===== config.mk =====
export PLATFORM = sky130hd
export DESIGN_NAME = pulse_coincidence_pairer_core
export DESIGN_NICKNAME = d
export VERILOG_FILES = /design/src/rtl/core/pcp_pkg.sv /design/src/rtl/core/pcp_store.sv /design/src/rtl/core/pcp_window_cmp.sv /design/src/rtl/core/pcp_out_stage.sv /design/src/rtl/core/pcp_seq.sv /design/src/rtl/core/pulse_coincidence_pairer_core.sv
export SDC_FILE = /design/constraint.sdc
export NUM_CORES = 1
export LEC_CHECK = 0
export ABC_AREA = 1
export BUFFER_PORTS_ARGS = -buffer_cell sky130_fd_sc_hd__buf_4
export CAP_MARGIN = 10
export CORE_ASPECT_RATIO = 0.8
export CORE_UTILIZATION = 35
export DETAILED_ROUTE_END_ITERATION = 12
export SLEW_MARGIN = 20
export SYNTH_ARGS = -nofsm -noshare
export SYNTH_HDL_FRONTEND = slang
export SYNTH_SLANG_ARGS = --single-unit

===== constraint.sdc =====
create_clock -name clk -period 6.35 [get_ports clk]
set_input_delay 1.27 -clock clk [delete_from_list [all_inputs] [get_ports clk]]
set_output_delay 1.27 -clock clk [all_outputs]
set_load 0.05 [all_outputs]

===== src/rtl/core/pcp_pkg.sv =====
// Shared types and constants for the pulse coincidence pairer.
// Used by every module of the block but pcp_store; depends on nothing else.
`timescale 1ns / 1ps

package pcp_pkg;

    localparam int WIN_W        = 14;
    localparam int OUT_IDX_W    = 6;
    localparam int RESULT_LIMIT = 32;
    localparam int RES_CNT_W    = 6;
    localparam int OUT_DATA_W   = 16;
    localparam int OUT_USER_W   = 2;

    localparam logic [WIN_W-1:0] WINDOW_RESET = 14'd3;

    typedef enum logic [2:0] {
        ST_LOAD,
        ST_START,
        ST_FETCH_I,
        ST_LATCH_I,
        ST_FETCH_J,
        ST_CMP,
        ST_FINISH
    } pcp_state_t;

    typedef struct packed {
        logic                 pair_valid;
        logic [OUT_IDX_W-1:0] first_index;
        logic [OUT_IDX_W-1:0] second_index;
        logic                 overflow;
        logic                 last_result;
    } pcp_result_t;

endpackage


===== src/rtl/core/pcp_store.sv =====
// Pulse store: one word per pulse holding the matched flag and the peak time.
// One write port and one registered read port; depends on nothing else.
`timescale 1ns / 1ps

module pcp_store #(
    parameter int MAX_PULSES = 64,
    parameter int TIME_BITS  = 14,
    parameter int IDX_W      = 6
) (
    input  logic                 clk,
    input  logic                 wr_en,
    input  logic [IDX_W-1:0]     wr_addr,
    input  logic [TIME_BITS:0]   wr_data,
    input  logic [IDX_W-1:0]     rd_addr,
    output logic [TIME_BITS:0]   rd_data
);

    logic [TIME_BITS:0] mem [MAX_PULSES];
    logic [TIME_BITS:0] rd_data_reg;

    always_ff @(posedge clk)
    begin
        if (wr_en)
        begin
            mem[wr_addr] <= wr_data;
        end
        rd_data_reg <= mem[rd_addr];
    end

    assign rd_data = rd_data_reg;

endmodule


===== src/rtl/core/pcp_window_cmp.sv =====
// Shared window compare unit: absolute time difference against the window.
// Depends on pcp_pkg for the window width.
`timescale 1ns / 1ps

module pcp_window_cmp #(
    parameter int TIME_BITS = 14
) (
    input  logic [TIME_BITS-1:0]        a,
    input  logic [TIME_BITS-1:0]        b,
    input  logic [pcp_pkg::WIN_W-1:0]   window,
    output logic                        hit
);

    localparam int CMP_W = (TIME_BITS > pcp_pkg::WIN_W) ? TIME_BITS : pcp_pkg::WIN_W;

    logic [TIME_BITS-1:0] diff;

    always_comb
    begin
        if (a >= b)
        begin
            diff = a - b;
        end
        else
        begin
            diff = b - a;
        end
        hit = CMP_W'(diff) < CMP_W'(window);
    end

endmodule


===== src/rtl/core/pcp_out_stage.sv =====
// Output register for result beats, packing the result into stream fields.
// Depends on pcp_pkg for the result type and field widths.
`timescale 1ns / 1ps

module pcp_out_stage (
    input  logic                                clk,
    input  logic                                rst_n,
    input  logic                                push,
    input  pcp_pkg::pcp_result_t                result,
    output logic                                free,
    output logic                                m_axis_tvalid,
    input  logic                                m_axis_tready,
    output logic [pcp_pkg::OUT_DATA_W-1:0]      m_axis_tdata,
    output logic [pcp_pkg::OUT_USER_W-1:0]      m_axis_tuser,
    output logic                                m_axis_tlast
);

    logic                 valid_reg;
    logic                 valid_next;
    pcp_pkg::pcp_result_t res_reg;
    pcp_pkg::pcp_result_t res_next;

    assign free = !valid_reg || m_axis_tready;

    always_comb
    begin
        valid_next = valid_reg;
        res_next   = res_reg;
        if (push)
        begin
            valid_next = 1'b1;
            res_next   = result;
        end
        else if (m_axis_tready)
        begin
            valid_next = 1'b0;
        end
    end

    always_ff @(posedge clk or negedge rst_n)
    begin
        if (!rst_n)
        begin
            valid_reg <= 1'b0;
        end
        else
        begin
            valid_reg <= valid_next;
        end
    end

    always_ff @(posedge clk)
    begin
        res_reg <= res_next;
    end

    assign m_axis_tvalid = valid_reg;
    assign m_axis_tdata  = {{(pcp_pkg::OUT_DATA_W - 2 * pcp_pkg::OUT_IDX_W){1'b0}},
                            res_reg.second_index, res_reg.first_index};
    assign m_axis_tuser  = {res_reg.overflow, res_reg.pair_valid};
    assign m_axis_tlast  = res_reg.last_result;

endmodule


===== src/rtl/core/pcp_seq.sv =====
// Sequencer: loads pulses, then walks the pairs through the shared compare unit.
// Depends on pcp_pkg; drives pcp_store, pcp_window_cmp and pcp_out_stage.
`timescale 1ns / 1ps

module pcp_seq #(
    parameter int MAX_PULSES = 64,
    parameter int TIME_BITS  = 14,
    parameter int IDX_W      = 6,
    parameter int CNT_W      = 7
) (
    input  logic                    clk,
    input  logic                    rst_n,
    input  logic                    in_valid,
    output logic                    in_ready,
    input  logic [TIME_BITS-1:0]    in_time,
    input  logic                    in_last,
    output logic [IDX_W-1:0]        rd_addr,
    input  logic [TIME_BITS:0]      rd_data,
    output logic                    wr_en,
    output logic [IDX_W-1:0]        wr_addr,
    output logic [TIME_BITS:0]      wr_data,
    output logic [TIME_BITS-1:0]    cmp_a,
    output logic [TIME_BITS-1:0]    cmp_b,
    input  logic                    hit,
    input  logic                    out_free,
    output logic                    push,
    output pcp_pkg::pcp_result_t    result
);

    pcp_pkg::pcp_state_t state_reg;
    pcp_pkg::pcp_state_t state_next;

    logic [CNT_W-1:0]              count_reg;
    logic [CNT_W-1:0]              count_next;
    logic                          ovf_reg;
    logic                          ovf_next;
    logic [pcp_pkg::RES_CNT_W-1:0] n_reg;
    logic [pcp_pkg::RES_CNT_W-1:0] n_next;
    logic                          pend_valid_reg;
    logic                          pend_valid_next;
    logic [IDX_W-1:0]              i_reg;
    logic [IDX_W-1:0]              i_next;
    logic [IDX_W-1:0]              j_reg;
    logic [IDX_W-1:0]              j_next;
    logic [TIME_BITS-1:0]          a_reg;
    logic [TIME_BITS-1:0]          a_next;
    logic [IDX_W-1:0]              pend_first_reg;
    logic [IDX_W-1:0]              pend_first_next;
    logic [IDX_W-1:0]              pend_second_reg;
    logic [IDX_W-1:0]              pend_second_next;

    logic             rd_matched;
    logic             match;
    logic             stall;
    logic             last_i;
    logic             last_j;
    logic             at_limit;
    logic [CNT_W-1:0] i_plus2;
    logic [CNT_W-1:0] j_plus1;

    assign rd_matched = rd_data[TIME_BITS];
    assign cmp_a      = a_reg;
    assign cmp_b      = rd_data[TIME_BITS-1:0];
    assign match      = hit && !rd_matched;
    assign stall      = pend_valid_reg && !out_free;
    assign i_plus2    = CNT_W'(i_reg) + CNT_W'(2);
    assign j_plus1    = CNT_W'(j_reg) + CNT_W'(1);
    assign last_i     = i_plus2 >= count_reg;
    assign last_j     = j_plus1 == count_reg;
    assign at_limit   = (n_reg + pcp_pkg::RES_CNT_W'(1))
                        == pcp_pkg::RES_CNT_W'(pcp_pkg::RESULT_LIMIT);

    always_comb
    begin
        state_next = state_reg;
        case (state_reg)
            pcp_pkg::ST_LOAD:
            begin
                if (in_valid && in_last)
                begin
                    state_next = pcp_pkg::ST_START;
                end
            end
            pcp_pkg::ST_START:
            begin
                if (count_reg < CNT_W'(2))
                begin
                    state_next = pcp_pkg::ST_FINISH;
                end
                else
                begin
                    state_next = pcp_pkg::ST_FETCH_I;
                end
            end
            pcp_pkg::ST_FETCH_I:
            begin
                state_next = pcp_pkg::ST_LATCH_I;
            end
            pcp_pkg::ST_LATCH_I:
            begin
                if (!rd_matched)
                begin
                    state_next = pcp_pkg::ST_FETCH_J;
                end
                else if (last_i)
                begin
                    state_next = pcp_pkg::ST_FINISH;
                end
                else
                begin
                    state_next = pcp_pkg::ST_FETCH_I;
                end
            end
            pcp_pkg::ST_FETCH_J:
            begin
                state_next = pcp_pkg::ST_CMP;
            end
            pcp_pkg::ST_CMP:
            begin
                if (match)
                begin
                    if (!stall)
                    begin
                        if (at_limit || last_i)
                        begin
                            state_next = pcp_pkg::ST_FINISH;
                        end
                        else
                        begin
                            state_next = pcp_pkg::ST_FETCH_I;
                        end
                    end
                end
                else if (!last_j)
                begin
                    state_next = pcp_pkg::ST_FETCH_J;
                end
                else if (last_i)
                begin
                    state_next = pcp_pkg::ST_FINISH;
                end
                else
                begin
                    state_next = pcp_pkg::ST_FETCH_I;
                end
            end
            pcp_pkg::ST_FINISH:
            begin
                if (out_free)
                begin
                    state_next = pcp_pkg::ST_LOAD;
                end
            end
            default:
            begin
                state_next = pcp_pkg::ST_LOAD;
            end
        endcase
    end

    always_comb
    begin
        count_next       = count_reg;
        ovf_next         = ovf_reg;
        n_next           = n_reg;
        pend_valid_next  = pend_valid_reg;
        i_next           = i_reg;
        j_next           = j_reg;
        a_next           = a_reg;
        pend_first_next  = pend_first_reg;
        pend_second_next = pend_second_reg;
        in_ready         = 1'b0;
        rd_addr          = j_reg;
        wr_en            = 1'b0;
        wr_addr          = count_reg[IDX_W-1:0];
        wr_data          = {1'b0, in_time};
        push             = 1'b0;
        result           = '0;
        result.overflow  = ovf_reg;
        case (state_reg)
            pcp_pkg::ST_LOAD:
            begin
                in_ready = 1'b1;
                if (in_valid)
                begin
                    if (count_reg < CNT_W'(MAX_PULSES))
                    begin
                        wr_en      = 1'b1;
                        count_next = count_reg + CNT_W'(1);
                    end
                    else
                    begin
                        ovf_next = 1'b1;
                    end
                end
            end
            pcp_pkg::ST_START:
            begin
                i_next = '0;
            end
            pcp_pkg::ST_FETCH_I:
            begin
                rd_addr = i_reg;
            end
            pcp_pkg::ST_LATCH_I:
            begin
                a_next = rd_data[TIME_BITS-1:0];
                j_next = IDX_W'(i_reg + IDX_W'(1));
                if (rd_matched)
                begin
                    i_next = IDX_W'(i_reg + IDX_W'(1));
                end
            end
            pcp_pkg::ST_FETCH_J:
            begin
                rd_addr = j_reg;
            end
            pcp_pkg::ST_CMP:
            begin
                if (match)
                begin
                    if (!stall)
                    begin
                        // Only the later pulse is flagged; the earlier one is never read again.
                        wr_en   = 1'b1;
                        wr_addr = j_reg;
                        wr_data = {1'b1, rd_data[TIME_BITS-1:0]};
                        if (pend_valid_reg)
                        begin
                            push                = 1'b1;
                            result.pair_valid   = 1'b1;
                            result.first_index  = pcp_pkg::OUT_IDX_W'(pend_first_reg);
                            result.second_index = pcp_pkg::OUT_IDX_W'(pend_second_reg);
                        end
                        pend_valid_next  = 1'b1;
                        pend_first_next  = i_reg;
                        pend_second_next = j_reg;
                        n_next           = n_reg + pcp_pkg::RES_CNT_W'(1);
                        i_next           = IDX_W'(i_reg + IDX_W'(1));
                    end
                end
                else if (!last_j)
                begin
                    j_next = IDX_W'(j_reg + IDX_W'(1));
                end
                else
                begin
                    i_next = IDX_W'(i_reg + IDX_W'(1));
                end
            end
            pcp_pkg::ST_FINISH:
            begin
                if (out_free)
                begin
                    push               = 1'b1;
                    result.last_result = 1'b1;
                    if (pend_valid_reg)
                    begin
                        result.pair_valid   = 1'b1;
                        result.first_index  = pcp_pkg::OUT_IDX_W'(pend_first_reg);
                        result.second_index = pcp_pkg::OUT_IDX_W'(pend_second_reg);
                    end
                    count_next      = '0;
                    ovf_next        = 1'b0;
                    n_next          = '0;
                    pend_valid_next = 1'b0;
                end
            end
            default:
            begin
                in_ready = 1'b0;
            end
        endcase
    end

    always_ff @(posedge clk or negedge rst_n)
    begin
        if (!rst_n)
        begin
            state_reg      <= pcp_pkg::ST_LOAD;
            count_reg      <= '0;
            ovf_reg        <= 1'b0;
            n_reg          <= '0;
            pend_valid_reg <= 1'b0;
        end
        else
        begin
            state_reg      <= state_next;
            count_reg      <= count_next;
            ovf_reg        <= ovf_next;
            n_reg          <= n_next;
            pend_valid_reg <= pend_valid_next;
        end
    end

    always_ff @(posedge clk)
    begin
        i_reg           <= i_next;
        j_reg           <= j_next;
        a_reg           <= a_next;
        pend_first_reg  <= pend_first_next;
        pend_second_reg <= pend_second_next;
    end

endmodule


===== src/rtl/core/pulse_coincidence_pairer_core.sv =====
// Top level of the pulse coincidence pairer: window register and module wiring.
// Depends on pcp_pkg, pcp_store, pcp_window_cmp, pcp_seq and pcp_out_stage.
//
//  channel   dir  handshake                      payload
//  s_axis    in   s_axis_tvalid / s_axis_tready  tdata: pulse_time; tlast: last_pulse
//  m_axis    out  m_axis_tvalid / m_axis_tready  tdata: first_index, second_index;
//                                                tuser: pair_valid, overflow; tlast: last_result
//  cfg       in   cfg_we                         cfg_wdata: window_bins
//
// Each pulse beat offered in the load state is taken. A beat with tlast starts the search;
// the input stays blocked until it ends, and the one read port of the store sets its pace.
// Reset needs no clearing pass: match flags are cleared as each pulse is written.
// A stalled result beat holds in the output register; the search pauses on a new pair
// until the earlier one has been moved out, and the input stays blocked until then.
`timescale 1ns / 1ps

module pulse_coincidence_pairer_core #(
    parameter int MAX_PULSES = 64,
    parameter int TIME_BITS  = 14
) (
    input  logic                                clk,
    input  logic                                rst_n,
    input  logic                                s_axis_tvalid,
    output logic                                s_axis_tready,
    // Fields from bit 0: pulse_time.
    input  logic [((TIME_BITS + 7) / 8) * 8-1:0] s_axis_tdata,
    input  logic                                s_axis_tlast,
    output logic                                m_axis_tvalid,
    input  logic                                m_axis_tready,
    // Fields from bit 0: first_index, second_index.
    output logic [pcp_pkg::OUT_DATA_W-1:0]      m_axis_tdata,
    // Fields from bit 0: pair_valid, overflow.
    output logic [pcp_pkg::OUT_USER_W-1:0]      m_axis_tuser,
    output logic                                m_axis_tlast,
    input  logic                                cfg_we,
    input  logic [pcp_pkg::WIN_W-1:0]           cfg_wdata
);

    localparam int IDX_W = $clog2(MAX_PULSES);
    localparam int CNT_W = $clog2(MAX_PULSES + 1);

    logic [pcp_pkg::WIN_W-1:0] window_reg;
    logic [pcp_pkg::WIN_W-1:0] window_next;

    logic [IDX_W-1:0]     rd_addr;
    logic [TIME_BITS:0]   rd_data;
    logic                 wr_en;
    logic [IDX_W-1:0]     wr_addr;
    logic [TIME_BITS:0]   wr_data;
    logic [TIME_BITS-1:0] cmp_a;
    logic [TIME_BITS-1:0] cmp_b;
    logic                 hit;
    logic                 out_free;
    logic                 push;
    pcp_pkg::pcp_result_t result;

    assign window_next = cfg_we ? cfg_wdata : window_reg;

    always_ff @(posedge clk or negedge rst_n)
    begin
        if (!rst_n)
        begin
            window_reg <= pcp_pkg::WINDOW_RESET;
        end
        else
        begin
            window_reg <= window_next;
        end
    end

    pcp_store #(
        .MAX_PULSES (MAX_PULSES),
        .TIME_BITS  (TIME_BITS),
        .IDX_W      (IDX_W)
    ) u_store (
        .clk     (clk),
        .wr_en   (wr_en),
        .wr_addr (wr_addr),
        .wr_data (wr_data),
        .rd_addr (rd_addr),
        .rd_data (rd_data)
    );

    pcp_window_cmp #(
        .TIME_BITS (TIME_BITS)
    ) u_cmp (
        .a      (cmp_a),
        .b      (cmp_b),
        .window (window_reg),
        .hit    (hit)
    );

    pcp_seq #(
        .MAX_PULSES (MAX_PULSES),
        .TIME_BITS  (TIME_BITS),
        .IDX_W      (IDX_W),
        .CNT_W      (CNT_W)
    ) u_seq (
        .clk      (clk),
        .rst_n    (rst_n),
        .in_valid (s_axis_tvalid),
        .in_ready (s_axis_tready),
        .in_time  (s_axis_tdata[TIME_BITS-1:0]),
        .in_last  (s_axis_tlast),
        .rd_addr  (rd_addr),
        .rd_data  (rd_data),
        .wr_en    (wr_en),
        .wr_addr  (wr_addr),
        .wr_data  (wr_data),
        .cmp_a    (cmp_a),
        .cmp_b    (cmp_b),
        .hit      (hit),
        .out_free (out_free),
        .push     (push),
        .result   (result)
    );

    pcp_out_stage u_out (
        .clk           (clk),
        .rst_n         (rst_n),
        .push          (push),
        .result        (result),
        .free          (out_free),
        .m_axis_tvalid (m_axis_tvalid),
        .m_axis_tready (m_axis_tready),
        .m_axis_tdata  (m_axis_tdata),
        .m_axis_tuser  (m_axis_tuser),
        .m_axis_tlast  (m_axis_tlast)
    );

endmodule


---- Yosys cells after proc, flatten, opt, wreduce, memory -nomap -nowiden ----
Memories as Yosys holds them, arrays and structs flattened. A register that Yosys moved wholly into a read port is not among the register bits.
Index checks and enable logic that the tools add are counted.
cells by class
  $add $sub $neg .......................... 8
  order comparisons ....................... 5
  equality and inequality tests ........... 20
  multiplexer cells ....................... 61
  bitwise gates (word level) .............. 1
  reduce and logical (&&, ||, !) cells .... 21
operator list
  kind                   number
  $mux W6                13
  $mux W13               4
  $mux W15               3
  $sub A14 B14 Y14       2
  $mux W3                9
  $pmux W13 S2           1
  $pmux W6 S2            2
  $mux W7                3
  $pmux W3 S7            1
  $add A6 B1 Y6 const B  3
  $mux W1                18
  $pmux W6 S3            1
  $reduce_and A4 Y1      4
  $ge A14 B14 Y1         1
  $lt A14 B14 Y1         1
  $mux W14               1
  $pmux W7 S2            1
  $ne A2 B2 Y1 const B   6
  $eq A3 B3 Y1 const B   3
  $reduce_and A3 Y1      3
  $ne A2 B1 Y1 const B   4
  $pmux W1 S2            4
  $reduce_bool A2 Y1     4
  $add A6 B1 Y7 const B  1
  17 further kinds       23
storage, ports and cells
  bits in registers ....................... 86
  RAM bits ................................ 960
  output and inout bits ................... 21
  word-level logic and storage cells ...... 134
  memories ................................ 1
memories
  name         depth  bits a word  read ports  clocked after memory_dff  wr ports  RTL line         RTL
  u_store.mem  64     15           1           1                         1         pcp_store.sv:18  logic [TIME_BITS:0] mem [MAX_PULSES];

---- Longest topological paths before layout ----
Gate-level depths: netlist (run 1).
  depth in word-level cells ............... 9
  depth in mapped cells ................... 31
  gate-level depth less buffers ........... 29

---- By module ----
A second synthesis (run 1) with hierarchy kept.
unflattened totals
  cell total of the unflattened synthesis .. 4,192
  area total of the unflattened synthesis .. 46,031.6 um^2
modules (own cells, without submodules)
  module                         instances  cells each  area each (um^2)  sequential area each (um^2)
  pcp_store                      1          3,304       39,273.9          29,127.9
  pcp_seq                        1          416         3,548.4           1,591.5
  pcp_window_cmp                 1          388         2,147.1           0.0
  pulse_coincidence_pairer_core  1          59          533.0             352.8
  pcp_out_stage                  1          25          529.3             475.5

---- Worst setup path before layout (run 1) ----
No wires, ideal clock.
  kind .................................... register to register
  start point ............................. reg u_seq.a_reg[8] (netlist: u_seq.cmp_a[8])
  end point ............................... mem u_store.mem[0][0] (netlist bit), data pin
  setup time .............................. 0.702 ns
  arrival time ............................ 5.800 ns
  setup slack ............................. -0.152 ns
  cell stages (with the launch flop) ...... 28
  path buffers ............................ 4
  period minus slack after synthesis ...... 6.502 ns
  cells stage by stage .................... edfxtp_1 inv_1 ha_1 clkbuf_1 nand2_1 nor2_1 nand3_1 nand3_1 nand2_1 nand2_1 nand2_1 nand2_1 buf_2 nand2_1 nand2_1 inv_1 ha_1 nand2_1 inv_1 nand2_1 nand3_1 nor2_1 nand2_1 inv_1 nand3_4 buf_2 clkbuf_1 o21ai_0
between the ends
  word-level cells in the longest chain between the ends .. 6
  elaborated cells between the ends (all ways) .. 8
ends and longest elaborated chain
  element                                   RTL line              RTL
  start, declared                           pcp_seq.sv:45         logic [TIME_BITS-1:0] a_reg;
  start signal, assigned                    pcp_seq.sv:300        a_reg <= a_next;
  $sub A14 B14 Y14 (tied with other cells)  pcp_window_cmp.sv:26  diff = b - a;
  $mux W14 (*)                              pcp_window_cmp.sv:20  if (a >= b)
  $lt A14 B14 Y1 (*)                        pcp_window_cmp.sv:28  hit = CMP_W'(diff) < CMP_W'(window);
  $logic_and A1 B1 Y1 (*)                   pcp_seq.sv:64         assign match = hit && !rd_matched;
  $mux W15 (*)                              pcp_seq.sv:220        if (match)
  $mux W15 (*)                              pcp_seq.sv:180        case (state_reg)
  net u_seq.wr_data[0]                      pcp_seq.sv:21         output logic [TIME_BITS:0] wr_data,
  end, declared                             pcp_store.sv:18
The timed path passes the listed nets; every way through them passes the cells marked *.

---- Worst setup path in the final report (run 1) ----
  start point ............................. reg u_seq.a_reg[6] (netlist: u_seq.cmp_a[6])
  end point ............................... mem u_store.mem[50][9] (netlist bit) (enable)
between the ends
  word-level cells in the longest chain between the ends .. 8
  elaborated cells between the ends (all ways) .. 12
ends and longest elaborated chain
  element                                   RTL line              RTL
  $sub A14 B14 Y14 (tied with other cells)  pcp_window_cmp.sv:26
  $mux W14 (*)                              pcp_window_cmp.sv:20
  $lt A14 B14 Y1 (*)                        pcp_window_cmp.sv:28
  $logic_and A1 B1 Y1 (*)                   pcp_seq.sv:64
  $mux W1                                   pcp_seq.sv:220
  $pmux W1 S2                               pcp_seq.sv:180
  $mux W1                                   pcp_store.sv:23       if (wr_en)
  $mux W1 (implied by the code)             pcp_store.sv:25       mem[wr_addr] <= wr_data;
Mark *: on every way between the ends. The rest lies on a longest branch, timed or not.

==> results of run 1 <==
[critical path, stage by stage, from the launching register on]
cell	delay, ns
edfxtp_1	0.35
inv_1	0.05
ha_1	0.41
nand2_1	0.14
nor2_1	0.23
nand3_1	0.11
nand3_1	0.14
nand2_1	0.06
nand2_1	0.08
nand2_1	0.05
nand2_1	0.34
inv_2	0.20
nand2_1	0.10
nand2_1	0.05
inv_1	0.08
ha_1	0.24
nand2_1	0.11
inv_1	0.06
nand2_1	0.05
nand3_1	0.06
nor2_1	0.09
nand2_1	0.07
inv_1	0.27
nand3_4	0.25
nand2_1	0.49
nand4_2	0.58
nor2_1	0.49
buf_4	0.30
[cell families (layout without fill, tap and decap cells)]
| family | after synthesis | in the layout | share of synthesized area |
|---|---|---|---|
| flip-flops | 1061 | 1061 | 0.647 |
| multiplexers | 1 | 1 | 0.000231 |
| AO/OA/AOI/OAI | 138 | 138 | 0.0157 |
| XOR/XNOR | 36 | 36 | 0.00647 |
| AND/OR/NAND/NOR | 2369 | 2369 | 0.214 |
| adder cells (fa/ha/maj) | 54 | 54 | 0.0142 |
| buffers and inverters | 1262 | 1397 | 0.102 |
| other | 1 | 4 | 0.0000769 |
[layout make-up]
type	count	area [sq um]	share of cell area
multi-input combinational	2602	12500	0.226
sequential	1061	31500	0.571
tap	1860	2330	0.0421
clock buffer	130	2810	0.0508
inverter	1025	3850	0.0697
clock inverter	67	648	0.0117
timing repair buffer	175	1590	0.0288
[metrics by stage]
| step | setup slack (ns) | instance area, sq um | hold slack (ns) | util | setup TNS, ns |
|---|---|---|---|---|---|
| after floorplan | -0.152 | 48800 | 0.408 | - | -136.09 |
| after global placement | 0.730 | 51800 | 0.412 | 0.375 | 0 |
| after detailed placement | 0.687 | 51800 | 0.417 | 0.375 | 0 |
| after CTS | 0.662 | 55200 | 0.431 | 0.399 | 0 |
| after global routing | 0.0934 | 55200 | 0.436 | 0.399 | 0 |
| final | 0.578 | 55200 | 0.429 | 0.399 | 0 |
[power breakdown]
group	switching [mW]	total, mW	internal, mW
sequential	0.232	8.70	8.47
clock	2.74	6.25	3.52
combinational	8.45	11.5	3.03
total	11.4	26.4	15.0
[metal layers]
metal	wire length, um	global-route usage	up-vias
met5	13	0	-
met4	3050	0.0472	2
met3	11500	0.0328	175
met2	54600	0.264	1335
met1	60700	0.282	16078
li1	-	-	16075
[how the worst max path moves through the flow]
stage,from,end,slack [ns],cells after the start
global placement,u_seq.cmp_a[6]$_DFFE_PP_,u_store.mem[50][13]$_DFFE_PP_,0.73,27
floorplan,u_seq.cmp_a[8]$_DFFE_PP_,u_store.mem[0][0]$_DFFE_PP_,-0.15,27
finish,u_seq.cmp_a[6]$_DFFE_PP_,u_store.mem[50][9]$_DFFE_PP_,0.58,27
detailed placement,u_seq.cmp_a[0]$_DFFE_PP_,u_store.mem[50][13]$_DFFE_PP_,0.69,27
CTS,u_seq.cmp_a[6]$_DFFE_PP_,u_store.mem[50][8]$_DFFE_PP_,0.66,27
global route,u_seq.cmp_a[6]$_DFFE_PP_,u_store.mem[50][9]$_DFFE_PP_,0.09,25
[cell usage after synthesis (all sizes together) (3+ instances only)]
library cell  count
nor3              4
clkbuf           72
ha               52
a21oi            40
o22ai             3
nand3          1040
a21o              3
nand4            21
dfxtp            15
inv            1024
nand2          1154
o21ai            73
a21boi            5
xor2             31
buf             165
xnor2             5
nor2            134
dfrtp            31
nor3b            11
edfxtp         1013
o21bai            4
==> flow_metrics.tcl, run 1 <==
set metrics [dict create \
    slew_headroom 0.302 \
    postRouteAntennaNets 0 \
    drt-pass1-iter-count 5 \
    min_from "u_store.rd_data[13]$_DFF_P_" \
    numPortBuffers 50 \
    synth_top_cell_by_area "edfxtp_1" \
    diodes 0 \
    syn_area_per_cell_sq_um 9.90 \
    layoutNonFillerInstCount 6920 \
    postCtsSetupBuffers 0 \
    antenna_found_initial 1 \
    final_common_cell "nand2_1" \
    period_minus_slack_ns 5.77 \
    num_vias 33665 \
    grt_overflow 0 \
    synth_seq_area_share 0.647 \
    nNetsFinal 5061 \
    path_clk_slew_ns 0.07 \
    rr_endpoint "u_store.mem[50][9]$_DFFE_PP_" \
    hold_end "u_seq.cmp_a[13]$_DFFE_PP_" \
    slew_viol_final 0 \
    ys_async_sr_fraction 0.0311 \
    worst_ep_arrival_time_ns 6.18 \
    coreArea_sq_mm 0.138 \
    dp.cells 6723 \
    rr_worst_depth 27 \
    start_util 0.352 \
    cts_tree "done" \
    finalClockSkew_ns 0.0381 \
    place.gp.congestion 0.899 \
    clock_sinks 1061 \
    vias_per_cell 4.86 \
    grt_pass1_vias 30714 \
    synth_cell_types 49 \
    path_max_fanout 17 \
    clk_latency_ns 0.73 \
    synth_area_leaders "edfxtp_1 62%, nand3_1 11%, nand2_1 8.8%, inv_1 7.8%, dfrtp_1 1.6%" \
    cts.repair.resized 0 \
    cts_buffer_depth 3 \
    drt_wl_total_mm 130 \
    min_path_type "flop to flop" \
    status "finished clean" \
    fp.dieH_um 336 \
    synthFlopType "edfxtp_1" \
    largest_reg_flops 960 \
    rrSetupSlack_ns 0.58 \
    synth_edf_count 1013 \
    holdBufCountCts 0 \
    h-tree-depth 3 \
    tightest_slew_ns 1.04 \
    die_x_um 419 \
    syn_area_sq_mm 0.0487 \
    powerDensity_mw_per_mm2 478 \
    first_iter_violations 4104 \
    syn_inst 4922 \
    ys_ff_latch 1061 \
    critical_path_required_ns 6.76 \
    finalCritPeriodShare 0.909 \
    ir_drop_uv 429 \
    drcViolationCount 0 \
    r2r-start "u_seq.cmp_a[6]$_DFFE_PP_" \
    fp.dieArea_sq_mm 0.141 \
    routedWlPerCell_um 18.8 \
    synth.top_cell.area_share 0.624 \
    rows 122 \
    cts_made_buffers 106 \
    hold_path_depth 0 \
    rsz0062_at_grt "false" \
    finalHoldViolCount 0 \
    fmax_mhz 173 \
    fillers 13274 \
    cts_root_buf "clkbuf_16" \
    grt_max_degree 121 \
    maxCapViolCount 0 \
    finalPower_mw 26.4 \
    drive_gt1_frac 0.0779 \
    grt_use_total 0.183 \
    synthToLayoutAreaGrowth_pct 13.3 \
    dp_hpwl_mm 75.8 \
    setup_viol 0 \
    grt_pass1_wl_mm 196 \
    yosys_warnings 0 \
    crit_type "flop to flop" \
    ios 57 \
    p_leak_nw 23.6 \
    start_kind "flop" \
    mostFrequentLayoutCells "1144 x nand2_1, 1034 x nand3_1, 1018 x inv_1" \
    cp-end-kind "flop" \
]
(Power assumes the default switching activity.)
==> run 2: changes to the inputs <==
--- a/config.mk
+++ b/config.mk
@@ -6,11 +6,10 @@
 export NUM_CORES = 1
 export LEC_CHECK = 0
 export ABC_AREA = 1
-export BUFFER_PORTS_ARGS = -buffer_cell sky130_fd_sc_hd__buf_4
 export CAP_MARGIN = 10
-export CORE_ASPECT_RATIO = 0.8
 export CORE_UTILIZATION = 35
 export DETAILED_ROUTE_END_ITERATION = 12
+export DONT_BUFFER_PORTS = 1
 export SLEW_MARGIN = 20
 export SYNTH_ARGS = -nofsm -noshare
 export SYNTH_HDL_FRONTEND = slang
==> run 2 against run 1 <==
Effect of this change: sequential cell count did not move; global-route usage decreased by 0.34 points; via count shrank 0.56%; register-to-register slack worse by 0.05 ns; clock skew is 0.0084 ns higher.
==> flow_metrics.tcl, run 2 (synthesis gave the netlist of run 1 again) <==
set metrics [dict create \
    layoutNonFillerInstCount 6814 \
    cts_root_buf "clkbuf_16" \
    first_iter_violations 3624 \
    slew_viol_final 0 \
    place.gp.congestion 0.930 \
    finalCritPeriodShare 0.917 \
    postCtsSetupBuffers 0 \
    slew_headroom 0.228 \
    place_area_sq_mm 0.0513 \
    finish.instance_area_sq_mm 0.0548 \
    critPathBufInv 7 \
    coreArea_sq_mm 0.138 \
    path_max_fanout 23 \
    min_path_type "input port to asynchronous set/reset pin" \
    crit_type "flop to flop" \
    ir_drop_uv 453 \
    cp-end-kind "flop" \
    vias_per_cell 4.91 \
    antenna_found_initial 4 \
    fin_util 0.398 \
    tightest_slew_ns 1.15 \
    maxCapViolCount 0 \
    grt_overflow 0 \
    dp.cells 6604 \
    cts_tree "done" \
    top_layer_used "met4" \
    grt_max_degree 164 \
    fillers 13183 \
    powerDensity_mw_per_mm2 479 \
    die_x_um 375 \
    routedWlPerCell_um 18.9 \
    grt_pass1_vias 30957 \
    drive_gt1_frac 0.0674 \
    finalClockSkew_ns 0.0465 \
    num_vias 33478 \
    cts_buffer_depth 3 \
    worst_ep_arrival_time_ns 6.21 \
    grt_use_total 0.180 \
    numPortBuffers 0 \
    path_clk_slew_ns 0.06 \
    ios 57 \
    setup_viol 0 \
    finalHoldViolCount 0 \
    cts_made_buffers 112 \
    synthToLayoutAreaGrowth_pct 12.4 \
    crit_top_cell "nand2_1" \
    start_util 0.354 \
    period_minus_slack_ns 5.82 \
    status "finished clean" \
    critPathTopFamily "simple AND/OR/NAND/NOR gates" \
    drcViolationCount 0 \
    postRouteAntennaNets 0 \
    fp.dieH_um 375 \
    start_kind "flop" \
    final_common_cell "nand2_1" \
    p_leak_nw 23.3 \
    clock_sinks 1061 \
    critical_path_required_ns 6.74 \
    dr_wl_met3_mm 10.4 \
    slowest_delay_ns 0.59 \
    holdWs_ns 0.246 \
    mostFrequentLayoutCells "1144 x nand2_1, 1034 x nand3_1, 1018 x inv_1" \
    wl_met2_mm 57.7 \
    critPathSlowestCell "o21ai_1" \
    drt-pass1-iter-count 6 \
    dp_hpwl_mm 74.9 \
    rows 136 \
    clk_latency_ns 0.72 \
    nNetsFinal 5014 \
    largest_reg_flops 960 \
    grt_pass1_wl_mm 193 \
    fmax_mhz 172 \
    rsz0062_at_grt "false" \
    wl_met1_mm 56.1 \
    drt_wl_total_mm 128 \
    fp.dieArea_sq_mm 0.141 \
    h-tree-depth 3 \
]
[run 2: cell count changes in the layout (fill, tap and decap cells not counted), moves of 2 or more]
| cell | before | now |
|---|---|---|
| clkbuf_8 | 2 | 0 |
| inv_16 | 0 | 2 |
| diode_2 | 0 | 3 |
| nor2_1 | 126 | 124 |
| clkbuf_1 | 20 | 24 |
| nor2_2 | 5 | 7 |
| clkbuf_16 | 108 | 112 |
| buf_4 | 153 | 105 |
| buf_12 | 22 | 17 |
| bufinv_16 | 9 | 7 |
| clkinv_2 | 25 | 20 |
| clkinv_1 | 22 | 33 |
[run 2: final cells by class]
type	instances	area, sq um	share of cell area
Clock buffer	136	2890	0.0528
Clock inverter	71	646	0.0118
Tap cell	1794	2240	0.0410
Antenna cell	3	7.51	0.000137
Multi-Input combinational cell	2602	12500	0.228
Inverter	1025	3850	0.0703
Timing Repair Buffer	122	1130	0.0206
Sequential cell	1061	31500	0.576
[run 2: worst paths after layout]
kind                                           startpoint                               to  slack [ns]  depth (start not counted)
worst max-delay path             u_seq.cmp_a[6]$_DFFE_PP_    u_store.mem[27][11]$_DFFE_PP_        0.53                         28
worst min-delay path                                rst_n        window_reg[2]$_DFFE_PN0P_        0.25                          0
worst max register to register   u_seq.cmp_a[6]$_DFFE_PP_    u_store.mem[27][11]$_DFFE_PP_        0.53                         28
max in group asynchronous                           rst_n        window_reg[0]$_DFFE_PN1P_        5.91                          0
worst min register to register  u_seq.ovf_reg$_DFFE_PN0P_  u_out.m_axis_tuser[1]$_DFFE_PP_        0.45                          0
min in group clk                u_seq.ovf_reg$_DFFE_PN0P_  u_out.m_axis_tuser[1]$_DFFE_PP_        0.45                          0
[run 2: repair_timing]
action,in CTS,in global routing
setup endpoints to repair,0,10
gates resized for setup,0,2
hold buffers,0,0
[run 2: where the power goes]
part	total (mW)	switching, mW	internal [mW]
Sequential	8.75	0.279	8.47
Clock	6.32	2.78	3.54
Combinational	11.2	8.27	2.92
[run 2: routing by layer]
layer  up-vias  GRT usage
li1      15976          -
met1     16026      0.253
met2      1258      0.278
met3       218     0.0294
met4         0     0.0697
met5         -          0
[run 2: through the flow]
step | setup WS (ns) | setup TNS, ns | power, mW
floorplan | -0.152 | -136.09 | 16.0
global placement | 0.633 | 0 | 19.8
detailed placement | 0.550 | 0 | 19.9
CTS | 0.512 | 0 | 26.3
global route | 0.0132 | 0 | 27.6
finish | 0.530 | 0 | 26.3
